[src/sv/windowed_sample_statistics_core_macros.svh]
// assertion helpers used by the rtl controller wss_ctrl
`ifndef WINDOWED_SAMPLE_STATISTICS_CORE_MACROS_SVH
`define WINDOWED_SAMPLE_STATISTICS_CORE_MACROS_SVH

// same-cycle implication
`define WSS_ASSERT_IMP(label, clk, rst_n, pre, post) \
    label: assert property (@(posedge clk) disable iff (!rst_n) (pre) |-> (post)) \
        else $error("wss assertion failed");

// next-cycle implication
`define WSS_ASSERT_NXT(label, clk, rst_n, pre, post) \
    label: assert property (@(posedge clk) disable iff (!rst_n) (pre) |=> (post)) \
        else $error("wss assertion failed");

`endif

[src/sv/wss_pkg.sv]
package wss_pkg;

    localparam logic [1:0] FUNC_ADD     = 2'd0;
    localparam logic [1:0] FUNC_REPORT  = 2'd1;
    localparam logic [1:0] FUNC_RESTART = 2'd2;

    localparam logic [1:0] SEL_MEAN = 2'd0;
    localparam logic [1:0] SEL_MS   = 2'd1;
    localparam logic [1:0] SEL_SQ   = 2'd2;

    localparam logic [4:0] WINDOW_LOG2_RESET = 5'd8;
    localparam logic signed [31:0] POS_LIMIT = 32'sh7fffffff;
    localparam logic signed [31:0] NEG_LIMIT = 32'sh80000001;

    typedef struct packed {
        logic       acc_sample;
        logic       clear_win;
        logic       mul_load;
        logic       mul_step;
        logic       div_load;
        logic       div_step;
        logic [1:0] div_sel;
        logic       load_out;
        logic       partial;
    } wss_cmd_t;

    typedef struct packed {
        logic win_full_next;
        logic count_zero;
        logic step_last;
        logic out_free;
    } wss_status_t;

endpackage

[src/sv/wss_ctrl.sv]
`include "windowed_sample_statistics_core_macros.svh"

module wss_ctrl (
    input  logic                 clk,
    input  logic                 rst_n,
    input  logic                 in_valid,
    input  logic [1:0]           in_func,
    output logic                 in_ready,
    output wss_pkg::wss_cmd_t    cmd,
    input  wss_pkg::wss_status_t st
);
    import wss_pkg::*;

    localparam logic [2:0] S_IDLE  = 3'd0;
    localparam logic [2:0] S_MLOAD = 3'd1;
    localparam logic [2:0] S_MUL   = 3'd2;
    localparam logic [2:0] S_DLOAD = 3'd3;
    localparam logic [2:0] S_DIV   = 3'd4;
    localparam logic [2:0] S_EMIT  = 3'd5;

    logic [2:0] state_reg, state_next;
    logic [1:0] sel_reg, sel_next;
    logic       partial_reg, partial_next;
    logic       accept;
    logic       mul_done, post_mul, in_div, sel_known, report_acc, report_busy;

    always_comb
    begin
        cmd          = '0;
        state_next   = state_reg;
        sel_next     = sel_reg;
        partial_next = partial_reg;
        in_ready     = (state_reg == S_IDLE);
        accept       = in_valid && in_ready;
        cmd.div_sel  = sel_reg;
        cmd.partial  = partial_reg;
        unique case (state_reg)
            S_IDLE:
            begin
                if (accept)
                begin
                    unique case (in_func)
                        FUNC_ADD:
                        begin
                            cmd.acc_sample = 1'b1;
                            if (st.win_full_next)
                            begin
                                partial_next = 1'b0;
                                state_next   = S_MLOAD;
                            end
                        end
                        FUNC_REPORT:
                        begin
                            partial_next = 1'b1;
                            state_next   = st.count_zero ? S_EMIT : S_MLOAD;
                        end
                        FUNC_RESTART:
                        begin
                            cmd.clear_win = 1'b1;
                        end
                        default:
                        begin
                        end
                    endcase
                end
            end
            S_MLOAD:
            begin
                cmd.mul_load = 1'b1;
                state_next   = S_MUL;
            end
            S_MUL:
            begin
                cmd.mul_step = 1'b1;
                if (st.step_last)
                begin
                    state_next = partial_reg ? S_DLOAD : S_EMIT;
                    sel_next   = SEL_MEAN;
                end
            end
            S_DLOAD:
            begin
                cmd.div_load = 1'b1;
                state_next   = S_DIV;
            end
            S_DIV:
            begin
                cmd.div_step = 1'b1;
                if (st.step_last)
                begin
                    if (sel_reg == SEL_SQ)
                    begin
                        state_next = S_EMIT;
                    end
                    else
                    begin
                        sel_next   = sel_reg + 2'd1;
                        state_next = S_DLOAD;
                    end
                end
            end
            S_EMIT:
            begin
                if (st.out_free)
                begin
                    cmd.load_out  = 1'b1;
                    cmd.clear_win = !partial_reg;
                    state_next    = S_IDLE;
                end
            end
            default:
            begin
                state_next = S_IDLE;
            end
        endcase
    end

    always_ff @(posedge clk or negedge rst_n)
    begin
        if (!rst_n)
        begin
            state_reg   <= S_IDLE;
            sel_reg     <= SEL_MEAN;
            partial_reg <= 1'b0;
        end
        else
        begin
            state_reg   <= state_next;
            sel_reg     <= sel_next;
            partial_reg <= partial_next;
        end
    end

    assign mul_done    = (state_reg == S_MUL) && st.step_last;
    assign post_mul    = (state_reg == S_DLOAD) || (state_reg == S_EMIT);
    assign in_div      = (state_reg == S_DIV) || (state_reg == S_DLOAD);
    assign sel_known   = (sel_reg == SEL_MEAN) || (sel_reg == SEL_MS) || (sel_reg == SEL_SQ);
    assign report_acc  = accept && (in_func == FUNC_REPORT);
    assign report_busy = (state_reg == S_MLOAD) || (state_reg == S_EMIT);

    `WSS_ASSERT_IMP(a_load_free, clk, rst_n, cmd.load_out, st.out_free)
    `WSS_ASSERT_NXT(a_mul_exit, clk, rst_n, mul_done, post_mul)
    `WSS_ASSERT_IMP(a_sel_range, clk, rst_n, in_div, sel_known)
    `WSS_ASSERT_NXT(a_report_busy, clk, rst_n, report_acc, report_busy)

endmodule

[config.mk]
export PLATFORM = sky130hd
export DESIGN_NAME = wss_ctrl
export DESIGN_NICKNAME = d
export VERILOG_FILES = /design/src/sv/wss_pkg.sv /design/src/sv/wss_ctrl.sv
export VERILOG_INCLUDE_DIRS = /design/src /design/src/sv
export SDC_FILE = /design/constraint.sdc
export NUM_CORES = 1
export LEC_CHECK = 0
export BUFFER_PORTS_ARGS = -buffer_cell sky130_fd_sc_hd__clkbuf_2
export CORE_MARGIN = 4
export CORE_UTILIZATION = 30
export CTS_BUF_LIST = sky130_fd_sc_hd__clkbuf_2
export CTS_CLUSTER_SIZE = 28
export DETAILED_ROUTE_END_ITERATION = 10
export PLACE_DENSITY = 0.58
export SYNTH_ARGS = -nofsm -noshare
export SYNTH_HDL_FRONTEND = slang
export SYNTH_SLANG_ARGS = --single-unit
[constraint.sdc]
create_clock -name clk -period 2.2 [get_ports clk]
set_clock_uncertainty 0.05 [all_clocks]
set_input_delay 0.44 -clock clk [delete_from_list [all_inputs] [get_ports clk]]
set_output_delay 0.44 -clock clk [all_outputs]
set_load 0.01 [all_outputs]
==> results of run 1 <==
[layout make-up]
cell class                      instances  share of cell area, %
Tap cell                               15                   3.16
Multi-Input combinational cell         47                   48.1
Sequential cell                         6                   25.3
Timing Repair Buffer                   20                   17.7
Inverter                                5                   3.16
Clock buffer                            3                   2.53
[logic make-up (layout without fill, tap and decap cells)]
kind of cell,after synthesis,after routing,share of synthesized area (%)
AO/OA/AOI/OAI,16,16,22.0
AND/OR/NAND/NOR,29,29,34.0
flip-flops,6,6,32.2
buffers and inverters,7,28,6.70
multiplexers,1,1,2.41
adder cells (fa/ha/maj),1,1,2.68
[worst reg2reg max path: stages (launching register included)]
cell and delay [ns]:
dfrtp_1 0.46, or4b_4 0.58, nor2_2 0.11, nand2_1 0.06, a22o_1 0.17
[where the power goes]
group	total [mW]	internal (mW)	switching, mW
clock network	0.0811	0.0370	0.0440
logic	0.393	0.181	0.212
registers	0.241	0.159	0.0825
total	0.716	0.377	0.339
[Yosys cell counts]
cell and n:
nand2_1 7, dfrtp_1 6, o21ai_1 6, inv_1 5, nor2_1 5, nand2b_1 3, nor3_1 3, a22o_1 2
and2_1 2, nor2_2 2, o21ai_0 2, or3_1 2, a21oi_1 1, a221oi_1 1, a22oi_1 1, and2b_1 1
buf_2 1, buf_4 1, ha_1 1, mux2_1 1, nor3b_1 1, nor4_1 1, o22ai_1 1, o2bb2ai_1 1
o32ai_1 1, or2b_1 1, or4b_4 1
[routing by layer]
| layer | vias up | part of all wire, % | wire, microns |
|---|---|---|---|
| li1 | 255 | - | - |
| met1 | 246 | 48 | 558 |
| met2 | 20 | 44 | 513 |
| met4 | 0 | 3.5 | 41 |
| met3 | 4 | 4.7 | 55 |
| met5 | - | 0 | 0 |
[repair_timing]
action / CTS / global route
resized for setup: 0 / 0
endpoints found under the setup margin: 0 / 0
hold buffers: 1 / 0
endpoints found under the hold margin: 6 / 0
[path summary, 6_finish.rpt]
| kind | startpoint | end | cells after the start |
|---|---|---|---|
| worst max register to register | state_reg[2]$_DFFE_PN0P_ | partial_reg$_DFFE_PN0P_ | 4 |
| max in group asynchronous | rst_n | state_reg[1]$_DFFE_PN0P_ | 2 |
| worst min-delay path | st[1] | state_reg[0]$_DFFE_PN0P_ | 3 |
| worst max-delay path | state_reg[2]$_DFFE_PN0P_ | cmd[9] | 3 |
| worst min register to register | sel_reg[1]$_DFFE_PN0P_ | sel_reg[1]$_DFFE_PN0P_ | 1 |
| min in group asynchronous | rst_n | sel_reg[0]$_DFFE_PN0P_ | 2 |
==> metrics.yaml, run 1 <==
outcome: "completed"
seq_area_sq_um: 150
wire_per_inst_microns: 12.2
critPathArrivalTime_ns: 1.58
ys_seq_area_share_pct: 32.2
cts_setup_buffers: 0
yosys.area.top_type_share_pct: 32.2
met1_usage_pct: 16.4
post-route-util_pct: 42.9
syn_area_sq_um: 467
grt_max_degree: 12
synth_top_area_cell: "dfrtp_1"
p_total_mw: 0.716
fin_cells: 96
n_fill_cell: 138
hpwl_microns: 928
die_y_microns: 47.4
cts_root_buffer: "clkbuf_2"
syn_avg_cell_area_sq_um: 7.78
drtIter0Drc: 12
grt_pass1_vias: 491
place_congestion: 0.789
worstMarginPinSlew_ns: 0.311
pin_count: 20
power_density_nw_per_um2: 1210
cp_max_fo: 9
row_count: 13
leakage_nw: 0.295
fin_ws_ns: 0.134
setup_viol: 0
max-slew-margin-rel_pct: 79.3
clock_path_buffers: 2
slew_viol_final: 0
clk_pin_slew_ns: 0.07
layout_commonest_cell: "clkbuf_2"
crit_family: "simple AND/OR/NAND/NOR gates"
portBuffers: 19
ir_drop_mv: 0.470
multi_input_area_sq_um: 285
detail-route-antenna-nets: 0
path_buf_inv: 1
post-route-min-period_ns: 2.07
clk_latency_ns: 0.23
cpPeakStageDelay_ns: 0.58
cts_tree: "done"
layout-drive-gt1-share_pct: 30.9
areaGrowthSynthToFinish_pct: 27.1
start_kind: "flip-flop"
end_kind: "output port"
gr-total-overflow: 0
setup.worst_path.class: "flip-flop to output port"
grt_antenna_before_repair: 0
synth.net_count: 70
cts_buffers: 3
hold_viol: 0
start_util_pct: 33.8
post_dp_cell_area_sq_um: 568
via_count: 525
globalRouteTotalUtil_pct: 12.8
fin_area_sq_um: 593
cts.htree.levels: 1
cp.required_ns: 1.71
rsz0062_at_grt: "false"
crit_chain: "or4b_4 -> nor3_1 -> clkbuf_2"
fin_crit_sh_pct: 93.9
rrSetupSlack_ns: 0.66
drc: 0
synth-seq-cells: 6
drt-total-wl_mm: 1.17
met2_usage_pct: 18.7
place_inst: 92
met3_usage_pct: 1.13
synthTopCellsByArea: "dfrtp_1 (32%), o21ai_1 (6.4%), nand2_1 (5.6%), inv_1 (4.0%), nand2b_1 (4.0%)"
finalSetupTns_ns: 0
grt_pass1_wl_mm: 1.99
drt_first_pass_iters: 4
yosysWarnings: 0
largest_reg_flops: 3
layout_common_cells: "clkbuf_2 (22), nand2_1 (7), o21ai_1 (6), dfrtp_1 (6)"
gr-max-usage-layer: "met2"
slowest_stage: "or4b_4"
nNetsFinal: 93
dieArea_sq_um: 2250
clock_sinks: 6
synthCells: 60
whs_ns: 0.423
synth_cell_types: 27
hold_path_class: "input port to flip-flop"
core_area_sq_um: 1380
fmax_mhz: 484
n_antenna_cell: 0
cap_violations: 0
place_ws_ns: 0.368
die_w_microns: 47.4
avgViaCountPerCell: 5.47
No activity file was read; power rests on OpenSTA's default activity.
==> inputs of run 2 (changes only) <==
--- a/config.mk
+++ b/config.mk
@@ -12,7 +12,8 @@
 export CTS_BUF_LIST = sky130_fd_sc_hd__clkbuf_2
 export CTS_CLUSTER_SIZE = 28
 export DETAILED_ROUTE_END_ITERATION = 10
-export PLACE_DENSITY = 0.58
+export PLACE_DENSITY = 0.61
+export SLEW_MARGIN = 20
 export SYNTH_ARGS = -nofsm -noshare
 export SYNTH_HDL_FRONTEND = slang
 export SYNTH_SLANG_ARGS = --single-unit
==> metrics.yaml, run 2 (synthesized netlist as in run 1, its figures left out) <==
n_fill_cell: 148
portBuffers: 19
rr_startpoint: "state_reg[2]$_DFFE_PN0P_"
row_count: 13
finalSetupTns_ns: 0
start_kind: "flip-flop"
post-route-util_pct: 42.9
place_congestion: 0.782
layout_common_cells: "clkbuf_2 (22), nand2_1 (7), o21ai_1 (6), dfrtp_1 (6)"
leakage_nw: 0.295
globalRouteTotalUtil_pct: 13.1
start_util_pct: 33.8
cts_root_buffer: "clkbuf_2"
end_kind: "output port"
r2r_end: "partial_reg$_DFFE_PN0P_"
areaGrowthSynthToFinish_pct: 27.1
drc: 0
cts_setup_buffers: 0
wire_per_inst_microns: 12.1
max-slew-margin-rel_pct: 80.0
grt_antenna_before_repair: 0
cp_max_fo: 9
rrSetupSlack_ns: 0.66
cp.required_ns: 1.71
hold_path_class: "input port to flip-flop"
die_y_microns: 47.4
n_antenna_cell: 0
layout_commonest_cell: "clkbuf_2"
slew_viol_final: 0
rsz0062_at_grt: "false"
clk_pin_slew_ns: 0.07
detail-route-antenna-nets: 0
dieArea_sq_um: 2250
fmax_mhz: 481
grt_pass1_vias: 481
whs_path_depth: 3
cts_buffers: 3
power_density_nw_per_um2: 1200
hold_end: "state_reg[0]$_DFFE_PN0P_"
ir_drop_mv: 0.440
grt_pass1_wl_mm: 2.02
cts_tree: "done"
worstHoldStart: "st[1]"
pin_count: 20
hold_buffers: 1
critPathArrivalTime_ns: 1.59
multi_input_area_sq_um: 285
setup.worst_path.class: "flip-flop to output port"
hold_viol: 0
seq_area_sq_um: 150
clock_sinks: 6
worstMarginPinSlew_ns: 0.299
fin_area_sq_um: 593
drtIter0Drc: 14
largest_reg_flops: 3
cts.htree.levels: 1
hpwl_microns: 932
clk_latency_ns: 0.22
clock_path_buffers: 2
grt_max_degree: 12
post_dp_cell_area_sq_um: 568
nNetsFinal: 93
avgViaCountPerCell: 5.19
r2r_cells: 4
fin_crit_sh_pct: 94.5
via_count: 498
ctsResizeCount: 0
layout-drive-gt1-share_pct: 30.9
post-route-min-period_ns: 2.08
outcome: "completed"
setup_viol: 0
drt_first_pass_iters: 4
drt-total-wl_mm: 1.17
die_w_microns: 47.4
cap_violations: 0
gr-total-overflow: 0
core_area_sq_um: 1380
## run 2: cell counts in the layout (fill, tap and decap cells not counted)
Identical to the previous run, type by type.
## run 2: cell type report
class | instances | area share (%)
clock buffers | 3 | 2.53
inverters | 5 | 3.16
multi-input cells | 47 | 48.1
flip-flops and latches | 6 | 25.3
well taps | 15 | 3.16
repair buffers | 20 | 17.7
## run 2: report_power, final
group / leakage (nW) / internal (mW) / switching (mW)
combinational: 0.208 / 0.181 / 0.210
sequential: 0.0751 / 0.159 / 0.0823
clock: 0.0125 / 0.0371 / 0.0419
## run 2: critical path, stage by stage, from the launching register on
cell	delay, ns
dfrtp_1	0.46
or4b_4	0.59
nor3_1	0.16
clkbuf_2	0.17
## run 2: through the flow
stage,total power [mW],setup slack (ns),instances,hold WS [ns]
after detailed placement,0.630,0.368,92,0.231
after floorplan,0.515,0.452,60,0.0944
after global routing,0.787,0.0623,96,0.436
final,0.711,0.121,96,0.434
after global placement,0.628,0.405,92,0.232
after CTS,0.715,0.117,96,0.423
## run 2: how the worst max path moves through the flow
stage	start	end	slack, ns	depth (start not counted)
floorplan	state_reg[2]$_DFFE_PN0P_	cmd[9]	0.45	2
global placement	state_reg[2]$_DFFE_PN0P_	cmd[9]	0.41	3
detailed placement	state_reg[2]$_DFFE_PN0P_	cmd[9]	0.37	3
CTS	state_reg[2]$_DFFE_PN0P_	cmd[9]	0.12	3
global route	state_reg[2]$_DFFE_PN0P_	cmd[9]	0.06	3
finish	state_reg[2]$_DFFE_PN0P_	cmd[9]	0.12	3
## run 2: routing by layer
layer | global-route usage, % | part of all wire, %
met1 | 17.0 | 49
met2 | 19.0 | 44
met3 | 1.13 | 3.8
met4 | 11.6 | 2.4
met5 | 0 | 0
